[src/rtl/spq_pkg.sv]
// spq_pkg: shared types and constants for the stable priority queue.
// No dependencies; imported by every module of the block.
package spq_pkg;

    localparam int SPQ_CAPACITY = 16;
    localparam int SPQ_DATA_W   = 32;

    localparam logic MODE_INSERT = 1'b0;
    localparam logic MODE_REMOVE = 1'b1;

    typedef enum logic [1:0] {
        ST_INSERTED = 2'd0,
        ST_REMOVED  = 2'd1,
        ST_EMPTY    = 2'd2,
        ST_FULL     = 2'd3
    } spq_status_t;

    // Command broadcast to every cell of the chain.
    typedef struct packed {
        logic ins;
        logic rem;
    } spq_ctrl_t;

endpackage

[src/rtl/spq_cell.sv]
// spq_cell: one slot of the sorted chain, holding an entry and its occupancy.
// Depends on spq_pkg.
module spq_cell
    import spq_pkg::*;
(
    input  logic                         clk,
    input  logic                         rst_n,
    input  spq_ctrl_t                    ctrl,
    input  logic signed [SPQ_DATA_W-1:0] new_value,
    input  logic signed [SPQ_DATA_W-1:0] new_priority,
    input  logic                         left_occ,
    input  logic                         left_gt,
    input  logic signed [SPQ_DATA_W-1:0] left_value,
    input  logic signed [SPQ_DATA_W-1:0] left_priority,
    input  logic                         right_occ,
    input  logic signed [SPQ_DATA_W-1:0] right_value,
    input  logic signed [SPQ_DATA_W-1:0] right_priority,
    output logic                         occ,
    output logic                         gt,
    output logic signed [SPQ_DATA_W-1:0] value,
    output logic signed [SPQ_DATA_W-1:0] prio
);

    logic                         occ_reg, occ_next;
    logic signed [SPQ_DATA_W-1:0] value_reg, value_next;
    logic signed [SPQ_DATA_W-1:0] prio_reg, prio_next;

    // Entry here leaves after the new one: strictly larger number.
    assign gt    = occ_reg && (prio_reg > new_priority);
    assign occ   = occ_reg;
    assign value = value_reg;
    assign prio  = prio_reg;

    always_comb
    begin
        occ_next   = occ_reg;
        value_next = value_reg;
        prio_next  = prio_reg;
        if (ctrl.ins)
        begin
            if (left_gt)
            begin
                // make room: take the neighbour's entry
                occ_next   = 1'b1;
                value_next = left_value;
                prio_next  = left_priority;
            end
            else if (left_occ && (gt || !occ_reg))
            begin
                occ_next   = 1'b1;
                value_next = new_value;
                prio_next  = new_priority;
            end
        end
        else if (ctrl.rem)
        begin
            occ_next   = right_occ;
            value_next = right_value;
            prio_next  = right_priority;
        end
    end

    always_ff @(posedge clk or negedge rst_n)
    begin
        if (!rst_n)
        begin
            occ_reg <= 1'b0;
        end
        else
        begin
            occ_reg <= occ_next;
        end
    end

    always_ff @(posedge clk)
    begin
        value_reg <= value_next;
        prio_reg  <= prio_next;
    end

endmodule

[src/rtl/stable_priority_queue.sv]
// stable_priority_queue: bounded, stable priority queue built as a chain of cells.
// Result: a result word is registered in the cycle after its input word is accepted.
// Throughput: one insert or remove per cycle while in_stall is low; every cell updates in parallel
// from its neighbours and the broadcast word, and one output register sits behind.
// Reset: rst_n (asynchronous, active low) empties the queue and the output
// register at once; stored payload is left as it was.
module stable_priority_queue
    import spq_pkg::*;
#(
    parameter int CAPACITY = SPQ_CAPACITY
)
(
    input  logic                         clk,
    input  logic                         rst_n,
    input  logic                         in_valid,
    output logic                         in_stall,
    input  logic                         mode,
    input  logic signed [SPQ_DATA_W-1:0] item_value,
    input  logic signed [SPQ_DATA_W-1:0] item_priority,
    output logic                         out_valid,
    input  logic                         out_stall,
    output logic signed [SPQ_DATA_W-1:0] removed_value,
    output logic [1:0]                   status
);

    // Per-cell views; cell 0 is the head of the queue.
    logic                         occ   [CAPACITY];
    logic                         gt    [CAPACITY];
    logic signed [SPQ_DATA_W-1:0] value [CAPACITY];
    logic signed [SPQ_DATA_W-1:0] prio  [CAPACITY];

    logic        accept;
    logic        full;
    logic        empty;
    spq_ctrl_t   ctrl;
    spq_status_t status_next;

    logic                         out_valid_reg;
    logic signed [SPQ_DATA_W-1:0] removed_value_reg, removed_value_next;
    spq_status_t                  status_reg;

    // Input is held only while a result word sits unread in the output register.
    assign in_stall = out_valid_reg && out_stall;
    assign accept   = in_valid && !in_stall;

    // Occupancy is a thermometer code, so its ends give full and empty.
    assign full  = occ[CAPACITY-1];
    assign empty = !occ[0];

    assign ctrl.ins = accept && (mode == MODE_INSERT) && !full;
    assign ctrl.rem = accept && (mode == MODE_REMOVE) && !empty;

    // The new word is broadcast; each cell decides locally whether it shifts
    // toward the tail, loads the new entry, or (on removal) pulls from the tail side.
    for (genvar i = 0; i < CAPACITY; i++)
    begin : g_cell
        logic                         l_occ, l_gt, r_occ;
        logic signed [SPQ_DATA_W-1:0] l_val, l_pri, r_val, r_pri;

        if (i == 0)
        begin : g_head
            assign l_occ = 1'b1;
            assign l_gt  = 1'b0;
            assign l_val = item_value;
            assign l_pri = item_priority;
        end
        else
        begin : g_body
            assign l_occ = occ[i-1];
            assign l_gt  = gt[i-1];
            assign l_val = value[i-1];
            assign l_pri = prio[i-1];
        end

        if (i == CAPACITY - 1)
        begin : g_tail
            assign r_occ = 1'b0;
            assign r_val = value[i];
            assign r_pri = prio[i];
        end
        else
        begin : g_inner
            assign r_occ = occ[i+1];
            assign r_val = value[i+1];
            assign r_pri = prio[i+1];
        end

        spq_cell u_cell (
            .clk            (clk),
            .rst_n          (rst_n),
            .ctrl           (ctrl),
            .new_value      (item_value),
            .new_priority   (item_priority),
            .left_occ       (l_occ),
            .left_gt        (l_gt),
            .left_value     (l_val),
            .left_priority  (l_pri),
            .right_occ      (r_occ),
            .right_value    (r_val),
            .right_priority (r_pri),
            .occ            (occ[i]),
            .gt             (gt[i]),
            .value          (value[i]),
            .prio           (prio[i])
        );
    end

    // Result word for the accepted item.
    always_comb
    begin
        removed_value_next = '0;
        if (mode == MODE_INSERT)
        begin
            status_next = full ? ST_FULL : ST_INSERTED;
        end
        else if (empty)
        begin
            status_next = ST_EMPTY;
        end
        else
        begin
            status_next        = ST_REMOVED;
            removed_value_next = value[0];
        end
    end

    always_ff @(posedge clk or negedge rst_n)
    begin
        if (!rst_n)
        begin
            out_valid_reg <= 1'b0;
        end
        else if (accept)
        begin
            out_valid_reg <= 1'b1;
        end
        else if (!out_stall)
        begin
            out_valid_reg <= 1'b0;
        end
    end

    always_ff @(posedge clk)
    begin
        if (accept)
        begin
            removed_value_reg <= removed_value_next;
            status_reg        <= status_next;
        end
    end

    assign out_valid     = out_valid_reg;
    assign removed_value = removed_value_reg;
    assign status        = status_reg;

endmodule

[config.mk]
export PLATFORM = sky130hd
export DESIGN_NAME = stable_priority_queue
export DESIGN_NICKNAME = d
export VERILOG_FILES = /design/src/rtl/spq_pkg.sv /design/src/rtl/spq_cell.sv /design/src/rtl/stable_priority_queue.sv
export SDC_FILE = /design/constraint.sdc
export NUM_CORES = 2
export LEC_CHECK = 0
export BUFFER_PORTS_ARGS = -buffer_cell sky130_fd_sc_hd__buf_2
export CORE_ASPECT_RATIO = 0.9
export CORE_UTILIZATION = 55
export CTS_BUF_LIST = sky130_fd_sc_hd__clkbuf_16
export CTS_CLUSTER_SIZE = 24
export DETAILED_ROUTE_END_ITERATION = 6
export PLACE_DENSITY = 0.82
export SETUP_SLACK_MARGIN = 0.3
export SLEW_MARGIN = 20
export SYNTH_ARGS = -nofsm -noshare
export SYNTH_HDL_FRONTEND = slang
export SYNTH_SLANG_ARGS = --single-unit
[constraint.sdc]
create_clock -name clk -period 5.5 [get_ports clk]
set_input_delay 0.275 -clock clk [delete_from_list [all_inputs] [get_ports clk]]
set_output_delay 0.275 -clock clk [all_outputs]
set_load 0.005 [all_outputs]
==> After elaboration in Yosys (flattened, before gate mapping) <==
Cells that the tools add are included.
{ "word_totals": {"output_inout_bits": 36, "register_bits": 1075, "wordCells": 365} }
{ "op_classes": {"bitwise": 1, "magnitude_cmp": 16, "reduce_logical": 90, "muxes": 190, "n_eq_ne": 17} }
{ "ops": {"columns": ["op", "n"], "rows": [
  ["$mux W32", 122],
  ["$gt A32 B32 Y1", 16],
  ["$mux W1", 65],
  ["$ne A3 B1 Y1 const B", 15],
  ["$logic_and A1 B1 Y1", 37],
  ["$reduce_and A2 Y1", 18],
  ["$logic_not A1 Y1", 17],
  ["$logic_or A1 B1 Y1", 16],
  ["$mux W2", 3],
  ["$ne A2 B1 Y1 const B", 2],
  ["$reduce_bool A2 Y1", 2],
  ["$not A1 Y1", 1]
]} }

==> Depth between registers and ports, before layout <==
{ "depth": {"word_depth": 7, "ltp_mapped": 12, "depth_no_buf": 10} }

==> Cells and area by module <==
Synthesis repeated with hierarchy kept, for this count alone.
{ "unflattened": {"cells_unflattened": 6585, "hier_area_um2": 67745.0} }
{ "modules_own_cells": {"columns": ["module", "area_each_um2", "cells_per_inst", "seq_area_each_um2", "instances"], "rows": [
  ["spq_cell at g_cell[0].u_cell ...", 4155.2, 407, 1946.9, 12],
  ["spq_cell at g_cell[6].u_cell ...", 4130.2, 404, 1946.9, 4],
  ["stable_priority_queue", 1361.3, 85, 1046.0, 1]
]} }

==> Worst setup path before layout <==
Ideal clock, no wire load.
{ "synth_timing": {"kind": "input to register", "from": "input port item_priority[13]", "to": "register g_cell[0].u_cell.prio_reg[0] (enable)", "setup_ns": 0.524, "n_path_buf": 0, "stages": 10, "arrival_time_ns": 5.566, "path_slack_ns": -0.590, "t_required_ns": 4.976, "cell_sequence": "inv_1 > ha_1 > a21o_1 > a21o_1 > a21oi_1 > o211ai_1 > a221oi_1 > xor2_1 > nand2_1 > a31oi_1"} }
{ "synth_between": {"elab_chain_cells": 5} }
{ "synth_lines": {"columns": ["element", "line", "text"], "rows": [
  ["from (decl)", "stable_priority_queue.sv:19", "input logic signed [SPQ_DATA_W-1:0] item_priority,"],
  ["$gt A32 B32 Y1", "spq_cell.sv:29", "assign gt = occ_reg && (prio_reg > new_priority);"],
  ["$logic_and A1 B1 Y1", "spq_cell.sv:29", null],
  ["$logic_or A1 B1 Y1", "spq_cell.sv:48", "else if (left_occ && (gt || !occ_reg))"],
  ["$ne A2 B1 Y1 (no line)", null, null],
  ["$reduce_and A2 Y1 (no line)", null, null],
  ["to (signal assigned)", "spq_cell.sv:78", "prio_reg <= prio_next;"],
  ["to (decl)", "spq_cell.sv:26", "logic signed [SPQ_DATA_W-1:0] prio_reg, prio_next;"]
]} }
No other way between the ends.
A chain may end at the register's enable or synchronous reset.

==> Worst setup path in the final report <==
{ "layout_timing": {"from": "input port item_priority[31]", "to": "register g_cell[14].u_cell.value_reg[21] (enable)"} }
{ "layout_between": {"elab_chain_cells": 6, "elab_cells_between_ends": 8, "classes_between": "order compare (2); eq/ne (1); reduce/logical (5)"} }
{ "layout_lines": {"columns": ["element", "line", "text"], "rows": [
  ["$gt A32 B32 Y1", "spq_cell.sv:29", null],
  ["$logic_and A1 B1 Y1", "spq_cell.sv:29", null],
  ["$logic_or A1 B1 Y1", "spq_cell.sv:48", null],
  ["$logic_and A1 B1 Y1", "spq_cell.sv:48", null],
  ["$ne A3 B1 Y1 (no line) (*)", null, null],
  ["$reduce_and A2 Y1 (no line) (*)", null, null],
  ["to (signal assigned)", "spq_cell.sv:77", "value_reg <= value_next;"],
  ["to (decl)", "spq_cell.sv:25", "logic signed [SPQ_DATA_W-1:0] value_reg, value_next;"]
]} }
Mark *: on every way between the ends. The rest lies on a longest branch, timed or not.

==> metrics.txt <==
status finished with violations; failing checks DRC; Initial Util 55.74%; drt drc 9; fmax 210.5 MHz; GR Util met1 51.83%; TritonCTS clock tree yes; clock-pin slew on the worst setup and hold paths 0.07 ns; Final HPWL DP 140300 µm; total power draw 26.52 mW; Post-CTS Setup Repair Bufs 0; # H-tree levels 3; global-route wire length before repair 339200 µm; Tmin final 4.750 ns; die width 359.7 µm; Cell Int Power 16.78 mW; 1st-pass router iterations 7; final hold vios 0; routability congestion estimate 1.018; hold buffer count at CTS 66; slowest CP cell a31oi_1; Worst Skew 0.03912 ns; syn nets 6633; layout cells sized above 1 7.776%; area leader, netlist edfxtp_1; max incr delay on CP 0.74 ns; final core utilization 61.43%; wire length per cell 30.38 µm; final WL 228900 µm; GRT Util Overall 38.34%; r2r setup slk 0.86 ns; I/O pins 105; post-DR vias/cell 7.476; num rows 117; clock latency on the worst-skew pair 0.78 ns; met2 Use GR 55.55%; via count 56320; max cap viols 0; 1st-iter DRT viols 10260; # setup viols final 0; GRT overflow 0; GR Util met3 12.72%; endpoint class of the critical path register; fill count 9045; Flop pwr share 42.3%; Clk network pwr share 28.7%; Async S/R FF share, synth 1.581%; Peak VDD IR 0.0003424 V; Port Buffer Count 104; Post-Place Cells 7260; Worst Reg-to-Reg Cells 9; crit-path cells dlygate4sd3_1, buf_2, inv_1, ha_1, nand4_1, nor3_1, nand2_1, a31oi_1, o21a_1, o21ai_0, a41oi_4, buf_4; Area growth syn-to-layout 10.20%; GR peak layer met2; NetSw 9.738 mW; Pwr Density 380.0 nW/µm²; Synth Instances 6084; Final period util 86.36%; Synth top area share 50.17%; leading post-synthesis cells by cell area edfxtp_1, ha_1, o211ai_1, nand2_1, nand4_1; multi-input logic area 29060 µm²; relative slew slack 14.90%; Yosys warnings 0; Critical Path Source Type primary input; Max Slew Vio Count 0; nets 6501; Yosys reg bits 1075; TritonCTS sink count 1075; Worst Max-Slew Pin Slew 1.276 ns; Sum Neg Setup Slack 0 ns; Finished Layout Cells 7534; Clock Tree Root clkbuf_16; CTS Buf Count 110; Mapped Area 63320 µm²; leakage 25.89 nW; antenna violations before repair 5; pin count of the biggest net entering global routing 219; Sw Ratio 36.72%; CTS Buffer Depth 3; post-route ant nets 0; post-synthesis sequential area ratio 50.85%; Seq. cell area 32200 µm²; Req. time, crit path 5.87 ns; R2R Path End g_cell[14].u_cell.value[21]; worst hold slack 0.05913 ns; Die Area 116500 µm²; Synth cell types 61; HP Class primary input to asynchronous set/reset pin; Crit Reg-Reg Startpoint g_cell[13].u_cell.prio[31]; EDFF count, synth 1058; vias in the first global route 53670; crit path kind primary input to register; core area 113600 µm²; Combinational Power Share 29.1%; dominant synthesized flop cell edfxtp_1; Avg Cell Area, Syn 10.41 µm²; Arrival @ worst endpoint 5.12 ns; post-cts resize count 0; Die H 323.9 µm; Crit Path Max Fanout 41; RSZ-0062 raised after global routing no
placed cells by master, fill, tap and decap left out, types with 39 or more instances in the layout:
| cell type | count |
|---|---|
| o21ai_0 | 52 |
| buf_2 | 104 |
| a21oi_1 | 336 |
| edfxtp_1 | 1058 |
| clkbuf_16 | 110 |
| o211ai_1 | 704 |
| buf_4 | 110 |
| ha_1 | 480 |
| nand4_1 | 479 |
| and3_1 | 75 |
| mux2_1 | 60 |
| a221o_1 | 193 |
| buf_12 | 39 |
| nor2_1 | 119 |
| nand3_1 | 367 |
| a21o_1 | 125 |
| dlygate4sd3_1 | 66 |
| inv_1 | 101 |
| nand2_1 | 1129 |
through the flow:
step | worst slack [ns] | instance area [µm²]
6_report | 0.7505 | 69780
5_1_grt | 0.7460 | 69770
4_1_cts | 1.002 | 69740
3_5_place_dp | 0.8164 | 65540
3_3_place_gp | 0.8371 | 65540
2_1_floorplan | 0.9398 | 63430
synth_stat cells (10+ instances only):
master       n
o31ai_1     12
buf_6       13
nand4_1    479
o211ai_1   704
nand2b_1    17
and3_1      81
o21a_1      20
nor2_1     121
nor2b_1     20
o21ai_0     52
dfrtp_1     17
nand3_1    369
ha_1       480
and2_1      11
mux2_1      60
o221ai_1    14
a221o_1    193
nand2_1   1130
inv_1       79
a21oi_1    336
buf_2       26
buf_1       99
edfxtp_1  1058
nor4_1      10
nor3_1      20
a211oi_1    24
a21o_1     126
clkbuf_1   419
how the worst max path moves through the flow:
stage | end | from | slack, ns
6_report | g_cell[14].u_cell.value[21] | item_priority[31] | 0.75
5_1_grt | g_cell[14].u_cell.value[21] | item_priority[31] | 0.75
4_1_cts | g_cell[14].u_cell.prio[0] | item_priority[29] | 1.00
3_5_place_dp | g_cell[1].u_cell.value[19] | item_priority[14] | 0.82
3_3_place_gp | g_cell[5].u_cell.prio[6] | item_priority[15] | 0.84
2_1_floorplan | g_cell[15].u_cell.prio[0] | mode | 0.94
routing by layer:
| metal | vias up | wire (µm) |
|---|---|---|
| met2 | 5060 | 95550 |
| met1 | 26870 | 83380 |
| met5 | - | 43 |
| met3 | 894 | 37320 |
| li1 | 23490 | - |
| met4 | 8 | 12590 |
worst max-delay path: cells and delay by family:
| kind | cells | cell delay, ns |
|---|---|---|
| AO/OA/AOI/OAI | 4 | 1.39 |
| adder cells (fa/ha/maj) | 1 | 0.60 |
| buffers and inverters | 4 | 1.71 |
| AND/OR/NAND/NOR | 3 | 1.00 |
final cells by class:
class	instances	area share, %
Sequential cell	1075	46.14
Multi-Input combinational cell	4365	41.64
Timing Repair Buffer	320	4.034
Clock buffer	110	3.945
Tap cell	1487	2.666
Clock inverter	94	1.128
Inverter	80	0.4321
Antenna cell	3	0.01076
cells by family after synthesis:
| group | count (synthesis) | share of synthesized area [%] |
|---|---|---|
| xor+xnor | 2 | 0.02767 |
| flops | 1075 | 50.85 |
| compound gates | 1540 | 17.57 |
| mux | 67 | 1.188 |
| fa+ha+maj | 480 | 9.485 |
| simple gates | 2276 | 16.82 |
| buf+inv | 644 | 4.065 |
power by group through the flow:
stage               registers [mW]  clock network, mW  logic [mW]
floorplan                     11.1                  0        4.61
global placement              11.3                  0        6.97
detailed placement            11.3                  0        7.22
CTS                           11.2               7.59        7.29
global route                  11.3               7.91        8.00
finish                        11.2               7.60        7.71
(Power assumes the default switching activity.)
